--- config.mk ---
export PLATFORM = sky130hd
export DESIGN_NAME = token_bucket_rate_limiter_top
export DESIGN_NICKNAME = d
export VERILOG_FILES = /design/src/hw/rtl/tbrl_pkg.sv /design/src/hw/rtl/tbrl_cfg_regs.sv /design/src/hw/rtl/tbrl_bucket.sv /design/src/hw/rtl/token_bucket_rate_limiter_top.sv
export SDC_FILE = /design/constraint.sdc
export NUM_CORES = 2
export LEC_CHECK = 0
export BUFFER_PORTS_ARGS = -buffer_cell sky130_fd_sc_hd__buf_2
export CORE_ASPECT_RATIO = 1.2
export CORE_MARGIN = 2
export CORE_UTILIZATION = 55
export CTS_CLUSTER_DIAMETER = 100
export DETAILED_ROUTE_END_ITERATION = 12
export PLACE_DENSITY = 0.7
export SLEW_MARGIN = 10
export SYNTH_ARGS = -nofsm -noshare
export SYNTH_HDL_FRONTEND = slang
export SYNTH_SLANG_ARGS = --single-unit
--- constraint.sdc ---
create_clock -name clk -period 21.3 [get_ports clk]
set_input_delay 1.065 -clock clk [delete_from_list [all_inputs] [get_ports clk]]
set_output_delay 1.065 -clock clk [all_outputs]
set_load 0.05 [all_outputs]
--- src/hw/rtl/tbrl_pkg.sv ---
// Shared types and constants of the token bucket rate limiter.
package tbrl_pkg;

  localparam int unsigned STAMP_W = 32;
  localparam int unsigned TOKEN_W = 16;
  localparam int unsigned COUNT_W = 16;
  localparam int unsigned VERDICT_W = 2;
  localparam int unsigned CFG_IDX_W = 2;
  localparam int unsigned IN_TDATA_W = 32;
  localparam int unsigned OUT_TDATA_W = 8;

  localparam logic [VERDICT_W-1:0] VERDICT_OK = 2'd0;
  localparam logic [VERDICT_W-1:0] VERDICT_FLOODING = 2'd1;
  localparam logic [VERDICT_W-1:0] VERDICT_KICK = 2'd2;

  localparam logic [CFG_IDX_W-1:0] CFG_IDX_TOKEN_LIMIT = 2'd0;
  localparam logic [CFG_IDX_W-1:0] CFG_IDX_KICK_THRESHOLD = 2'd1;

  // Tokens are unsigned Q8.8, so one token is 256.
  localparam logic [TOKEN_W-1:0] TOKEN_ONE = 16'd256;
  localparam logic [TOKEN_W-1:0] ALLOWANCE_RESET = 16'd1280;
  localparam logic [COUNT_W-1:0] COUNT_MAX = 16'hFFFF;

  typedef struct packed {
    logic [TOKEN_W-1:0] token_limit;
    logic [COUNT_W-1:0] kick_threshold;
  } cfg_t;

endpackage

--- src/hw/rtl/tbrl_cfg_regs.sv ---
// Configuration registers of the rate limiter.
module tbrl_cfg_regs (
  input  logic                           clk,
  input  logic                           rst_n,
  input  logic                           wr_en,
  input  logic [tbrl_pkg::CFG_IDX_W-1:0] wr_index,
  input  logic [tbrl_pkg::TOKEN_W-1:0]   wr_data,
  output tbrl_pkg::cfg_t                 cfg
);

  tbrl_pkg::cfg_t cfg_r;
  tbrl_pkg::cfg_t cfg_nxt;

  always_comb begin
    cfg_nxt = cfg_r;
    if (wr_en) begin
      unique case (wr_index)
        tbrl_pkg::CFG_IDX_TOKEN_LIMIT:    cfg_nxt.token_limit = wr_data;
        tbrl_pkg::CFG_IDX_KICK_THRESHOLD: cfg_nxt.kick_threshold = wr_data;
        default:                          cfg_nxt = cfg_r;
      endcase
    end
  end

  always_ff @(posedge clk) begin
    if (!rst_n) begin
      cfg_r <= '0;
    end else begin
      cfg_r <= cfg_nxt;
    end
  end

  assign cfg = cfg_r;

endmodule

--- src/hw/rtl/tbrl_bucket.sv ---
// Bucket state and the combinational refill, spend and verdict logic.
module tbrl_bucket (
  input  logic                           clk,
  input  logic                           rst_n,
  input  logic                           step,
  input  logic [tbrl_pkg::STAMP_W-1:0]   stamp,
  input  tbrl_pkg::cfg_t                 cfg,
  output logic [tbrl_pkg::VERDICT_W-1:0] verdict
);

  localparam int unsigned PROD_W = tbrl_pkg::STAMP_W + tbrl_pkg::TOKEN_W;
  localparam int unsigned GROW_W = PROD_W - 3;
  localparam int unsigned SUM_W = GROW_W + 1;

  logic [tbrl_pkg::STAMP_W-1:0] last_stamp_r, last_stamp_nxt;
  logic [tbrl_pkg::TOKEN_W-1:0] allowance_r, allowance_nxt;
  logic [tbrl_pkg::COUNT_W-1:0] denial_count_r, denial_count_nxt;

  logic [tbrl_pkg::STAMP_W-1:0] elapsed;
  logic [PROD_W-1:0]            product;
  logic [GROW_W-1:0]            growth;
  logic [SUM_W-1:0]             sum;
  logic [tbrl_pkg::TOKEN_W-1:0] capped;
  logic [tbrl_pkg::COUNT_W-1:0] count_inc;

  assign elapsed = stamp - last_stamp_r;
  assign product = {{tbrl_pkg::TOKEN_W{1'b0}}, elapsed}
                 * {{tbrl_pkg::STAMP_W{1'b0}}, cfg.token_limit};
  // Dividing by eight drops the three low bits of the product.
  assign growth = product[PROD_W-1:3];
  assign sum = {1'b0, growth} + {{(SUM_W - tbrl_pkg::TOKEN_W){1'b0}}, allowance_r};
  assign capped = (sum > {{(SUM_W - tbrl_pkg::TOKEN_W){1'b0}}, cfg.token_limit})
                ? cfg.token_limit : sum[tbrl_pkg::TOKEN_W-1:0];
  assign count_inc = (denial_count_r != tbrl_pkg::COUNT_MAX)
                   ? denial_count_r + 1'b1 : denial_count_r;

  always_comb begin
    last_stamp_nxt = last_stamp_r;
    allowance_nxt = allowance_r;
    denial_count_nxt = denial_count_r;
    verdict = tbrl_pkg::VERDICT_OK;
    if (step) begin
      last_stamp_nxt = stamp;
    end
    // A zero limit turns limiting off and leaves the allowance and count untouched.
    if (cfg.token_limit != '0) begin
      if (capped < tbrl_pkg::TOKEN_ONE) begin
        verdict = (count_inc > cfg.kick_threshold)
                ? tbrl_pkg::VERDICT_KICK : tbrl_pkg::VERDICT_FLOODING;
        if (step) begin
          allowance_nxt = capped;
          denial_count_nxt = count_inc;
        end
      end else begin
        if (step) begin
          allowance_nxt = capped - tbrl_pkg::TOKEN_ONE;
          denial_count_nxt = '0;
        end
      end
    end
  end

  always_ff @(posedge clk) begin
    if (!rst_n) begin
      last_stamp_r <= '0;
      allowance_r <= tbrl_pkg::ALLOWANCE_RESET;
      denial_count_r <= '0;
    end else begin
      last_stamp_r <= last_stamp_nxt;
      allowance_r <= allowance_nxt;
      denial_count_r <= denial_count_nxt;
    end
  end

endmodule

--- src/hw/rtl/token_bucket_rate_limiter_top.sv ---
// A request transfer is first held in the input register; its verdict is stored in the output
// register once that register is empty or being drained, and is presented from there.
// Throughput: one request per cycle unless the output stalls; the input register feeds one
// pass of multiply, add, cap and compare into the output register, which updates the bucket.
// Reset (rst_n, synchronous, active low) empties both registers, clears the limits,
// zeroes the stamp and count and loads the allowance with five tokens.
module token_bucket_rate_limiter_top (
  input  logic                             clk,
  input  logic                             rst_n,
  input  logic                             in_tvalid,
  output logic                             in_tready,
  input  logic [tbrl_pkg::IN_TDATA_W-1:0]  in_tdata,   // [31:0] now_seconds
  output logic                             out_tvalid,
  input  logic                             out_tready,
  output logic [tbrl_pkg::OUT_TDATA_W-1:0] out_tdata,  // [1:0] verdict, [7:2] zero
  input  logic                             cfg_valid,
  output logic                             cfg_ready,
  input  logic [tbrl_pkg::CFG_IDX_W-1:0]   cfg_index,
  input  logic [tbrl_pkg::TOKEN_W-1:0]     cfg_data
);

  tbrl_pkg::cfg_t cfg;

  logic                           in_valid_r, in_valid_nxt;
  logic [tbrl_pkg::STAMP_W-1:0]   in_stamp_r;
  logic                           out_valid_r, out_valid_nxt;
  logic [tbrl_pkg::VERDICT_W-1:0] verdict_r;
  logic [tbrl_pkg::VERDICT_W-1:0] verdict;
  logic                           out_free;
  logic                           step;

  assign cfg_ready = 1'b1;

  tbrl_cfg_regs u_cfg (
    .clk      (clk),
    .rst_n    (rst_n),
    .wr_en    (cfg_valid),
    .wr_index (cfg_index),
    .wr_data  (cfg_data),
    .cfg      (cfg)
  );

  // The output register takes a new verdict when empty or being drained.
  assign out_free = !out_valid_r || out_tready;
  assign step = in_valid_r && out_free;
  assign in_tready = !in_valid_r || step;

  tbrl_bucket u_bucket (
    .clk     (clk),
    .rst_n   (rst_n),
    .step    (step),
    .stamp   (in_stamp_r),
    .cfg     (cfg),
    .verdict (verdict)
  );

  always_comb begin
    in_valid_nxt = in_tvalid || (in_valid_r && !step);
    out_valid_nxt = step || (out_valid_r && !out_tready);
  end

  always_ff @(posedge clk) begin
    if (!rst_n) begin
      in_valid_r <= 1'b0;
      out_valid_r <= 1'b0;
    end else begin
      in_valid_r <= in_valid_nxt;
      out_valid_r <= out_valid_nxt;
    end
  end

  always_ff @(posedge clk) begin
    if (in_tready && in_tvalid) begin
      in_stamp_r <= in_tdata;
    end
    if (step) begin
      verdict_r <= verdict;
    end
  end

  assign out_tvalid = out_valid_r;
  assign out_tdata = {{(tbrl_pkg::OUT_TDATA_W - tbrl_pkg::VERDICT_W){1'b0}}, verdict_r};

endmodule

==> flow_summary_export.csv <==
group,metric,value,unit
die,placeableCoreArea,47800,sq um
routing,drt-wirelength-per-cell,19.9,um
global_routing,globalRouteTotalUtil,31.9,%
pwr,power.internal,0.000775,W
timing,final_critical_path_time_including_i_o_delays_and_setup,15.16,ns
synthesis,ys.warnings.count,0,
routing,drt.antenna.violating_nets,0,
timing,clock.fmax,0.0659,GHz
layout,final_design_instance_area_without_fill,27900,sq um
timing,relSlewSlack,21.2,%
routing,wirelength,75600,um
synthesis,syn-mean-instance-area,8.28,sq um
routing,drc_violations_left,0,
worst_setup_path,path_buf_inv,4,
timing,finalSetupViolations,0,
synthesis,adder_and_majority_gate_portion_of_the_synthesized_area,41.2,%
clock_network,clkSinkCount,132,
pwr,power_switching_share,48.9,%
min_path,timing.hold.worst.class,"reg -> reg",
synthesis,synth_top_family_by_area,"adder cells",
layout,layoutNonFillerInstCount,3796,
worst_setup_path,crit_type,"reg -> reg",
routing,drtIter0Drc,1285,
worst_setup_path,crit_arrival,15.51,ns
worst_setup_path,worst_path_dominant_cell_family,"compound AO/OA/AOI/OAI gates",
synthesis,async_reset_ff_share,0,%
synthesis,postSynthCellCount,3197,
pwr,comb_power_share,61.8,%
clock_network,clk_latency,0.46,ns
layout,layout.nets,3827,
synthesis,synth_simple_gate_area_share,21.0,%
placement,placed_cell_area,27300,sq um
worst_setup_path,critical_path.max_stage_delay,0.82,ns
routing,detailroute.via_count,22200,
global_routing,grt_antenna_before_repair,0,
synthesis,synth-xor-area-share,3.11,%
placement,finalWeightedCongestion,0.949,
pwr,totalPowerFinal,0.00152,W
synthesis,yosys-mux-area-fraction,0.615,%
worst_setup_path,setup.worst_path.end_class,"register",
timing,timing.final.crit_share,71.2,%
worst_setup_path,worst-r2r-setup-slack,6.14,ns
timing,drv_slew,0,
status,outcome,"finished, final reports clean",
synthesis,seq_area_frac_synth,11.3,%
placement,cell_total_after_placement,3764,
pwr,share_clk_of_total_power,19.7,%
layout,layout-drive-gt1-share,6.70,%
clock_network,cts_tree,"done",
clock_network,ctsLongestPathBuffers,2,
die,io_pins,66,
routing,detail_route.vias_per_cell,5.85,
clock_network,clock_tree.root_cell,"clkbuf_16",
die,core.rowCount,88,
routing,drt_pass1_iterations,7,
timing,hold_violations,0,
synthesis,yosys_register_bits,132,
placement,numPortBuffers,58,
timing,tightest_slew,1.18,ns
pwr,total_leakage_power,12.8,nW
worst_setup_path,crit_path_max_fanout,19,
die,total_die_area,49900,sq um
global_routing,grt_pass1_vias,23500,
global_routing,overflow,0,
global_routing,grt_start_max_net_pins,82,
pwr,worst_vdd_rail_ir_drop,0.0596,mV
clock_network,post_cts.resized_instances,0,
clock_network,cts_hold_buffers,0,
synthesis,post_synth_num_cell_types,92,
clock_network,clk_transition_reported_paths,0.07,ns
timing,timing.clock.skew,0.0142,ns
pwr,switchingPower,0.000741,W
worst_setup_path,worst_path_most_repeated_cell,"fa_1",
global_routing,global_route_wire_length_before_repair,125000,um
clock_network,cts_htree_levels,4,
run,max-cap-violations,0,
worst_setup_path,critPathRequiredTime,21.65,ns
die,initial_core_utilization,55.4,%
clock_network,tritoncts.num_buffers,17,
synthesis,postSynth.topFlopCell,"dfxtp_1",
timing,rsz0062_at_grt,"no",
pwr,p_seq_share,18.4,%
layout,final_core_utilization,58.3,%
die,die_width,204,um
synthesis,netlist_area,26500,sq um
synthesis,synth-edff-count,34,
synthesis,synth_compound_area_share,12.3,%
worst_setup_path,crit_path_start_kind,"register",
clock_network,cts_setup_buffers,0,
placement,detailed_placement_wirelength_estimate,59000,um
pwr,power.density_cell_area,54.4,nW/um^2
timing,setup-tns-final,0,ns
die,die-height,244,um
worst_setup_path,crit_slowest_cell,"and3_1",
layout,diodes,0,
layout,areaGrowthSynthToFinish,5.35,%
## path summary, 6_finish.rpt
check | start | end | cells past startpoint
min reg2reg | u_cfg.cfg[4] | u_cfg.cfg[4] | 2
max reg2reg | in_stamp_r[1] | u_bucket.allowance_r[9] | 47
min | u_cfg.cfg[4] | u_cfg.cfg[4] | 2
max | in_stamp_r[1] | u_bucket.allowance_r[9] | 47
## worst min-delay path, stage by stage, from the launching register on
cell,delay (ns)
dfxtp_1,0.31
nand2_1,0.05
a21oi_1,0.05
## final cells by class
| cell class | count | area (sq um) |
|---|---|---|
| Clock buffer | 18 | 429 |
| Clock inverter | 14 | 154 |
| Fill cell | 4354 | 19900 |
| Inverter | 534 | 2000 |
| Multi-Input combinational cell | 2353 | 20800 |
| Sequential cell | 132 | 2980 |
| Tap cell | 630 | 788 |
| Timing Repair Buffer | 115 | 718 |
## metrics by stage
step	setup WS (ns)	hold slack [ns]
3_5_place_dp	6.41	0.447
4_1_cts	6.32	0.456
6_report	6.14	0.455
5_1_grt	5.12	0.472
2_1_floorplan	8.23	0.436
3_3_place_gp	6.85	0.442
## registers in the layout, summed over array words and instances (netlist names)
register                 flops
u_bucket.allowance_r        16
in_stamp_r                  32
u_bucket.denial_count_r     16
out_tvalid                   1
u_bucket.last_stamp_r       32
in_valid_r                   1
u_cfg.cfg                   32
verdict_r                    2
## cells by family (layout without fill, tap and decap cells)
| family | after synthesis | after routing |
|---|---|---|
| AOI/OAI and AO/OA | 486 | 486 |
| xor gates and xnor gates | 93 | 93 |
| adders and majority gates | 619 | 619 |
| buffers and inverters | 717 | 681 |
| DFF | 132 | 132 |
| muxes | 16 | 16 |
| other | 2 | 7 |
| and+or+nand+nor | 1132 | 1132 |
## layout by cell type, fill, tap and decap left out, types with 19 or more instances in the layout
cell type / count
nand3_1: 75
inv_1: 531
xnor2_1: 61
xor2_1: 24
or4_1: 24
nor2_1: 108
ha_1: 199
dfxtp_1: 98
nor3_1: 35
a21oi_1: 174
nand2_1: 514
a211oi_1: 24
a21o_1: 38
buf_4: 57
edfxtp_1: 34
fa_1: 420
o21a_1: 19
nand4_1: 36
o211ai_1: 20
and2_1: 196
and3_1: 32
buf_2: 58
o21ai_0: 56
## metal layers
metal,part of all wire (%),wire (um),vias up,track usage (%)
li1,-,-,10200,-
met1,39,29500,11000,38.9
met2,49,37100,806,55.2
met3,5.7,4310,221,3.69
met4,6.1,4620,0,17.2
met5,0,0,-,0
## synthesized netlist by cell type (14+ instances only)
library cell  instances  area (sq um)
xnor2_1              63           552
buf_4                14           105
nand2_1             514          1930
o21ai_0              56           280
nor2_1              111           417
dfxtp_1              98          1960
a21oi_1             176           881
xor2_1               29           254
nor3_1               35           175
a21o_1               38           285
mux2i_1              14           140
a31oi_1              17           106
nor4_1               18           113
and3_1               32           200
inv_1               531          1990
a311oi_1             14           123
o21a_1               19           143
nor2b_1              17           106
nand2b_1             18           113
edfxtp_1             34          1020
or4_1                24           180
and2_1              196          1230
nand3_1              75           375
a211oi_1             24           180
fa_1                420          8410
and4_1               18           158
nand4_1              36           225
ha_1                199          2490
clkbuf_1            159           597
o211ai_1             20           150
## power groups by stage
stage	logic (W)	registers, W	clock network, W
2_1_floorplan	0.000674	0.000281	0
3_3_place_gp	0.000903	0.000284	0
3_5_place_dp	0.000920	0.000285	0
4_1_cts	0.000928	0.000279	0.000303
5_1_grt	0.00105	0.000280	0.000313
6_report	0.000937	0.000279	0.000299
No activity file was read; power rests on OpenSTA's default activity.
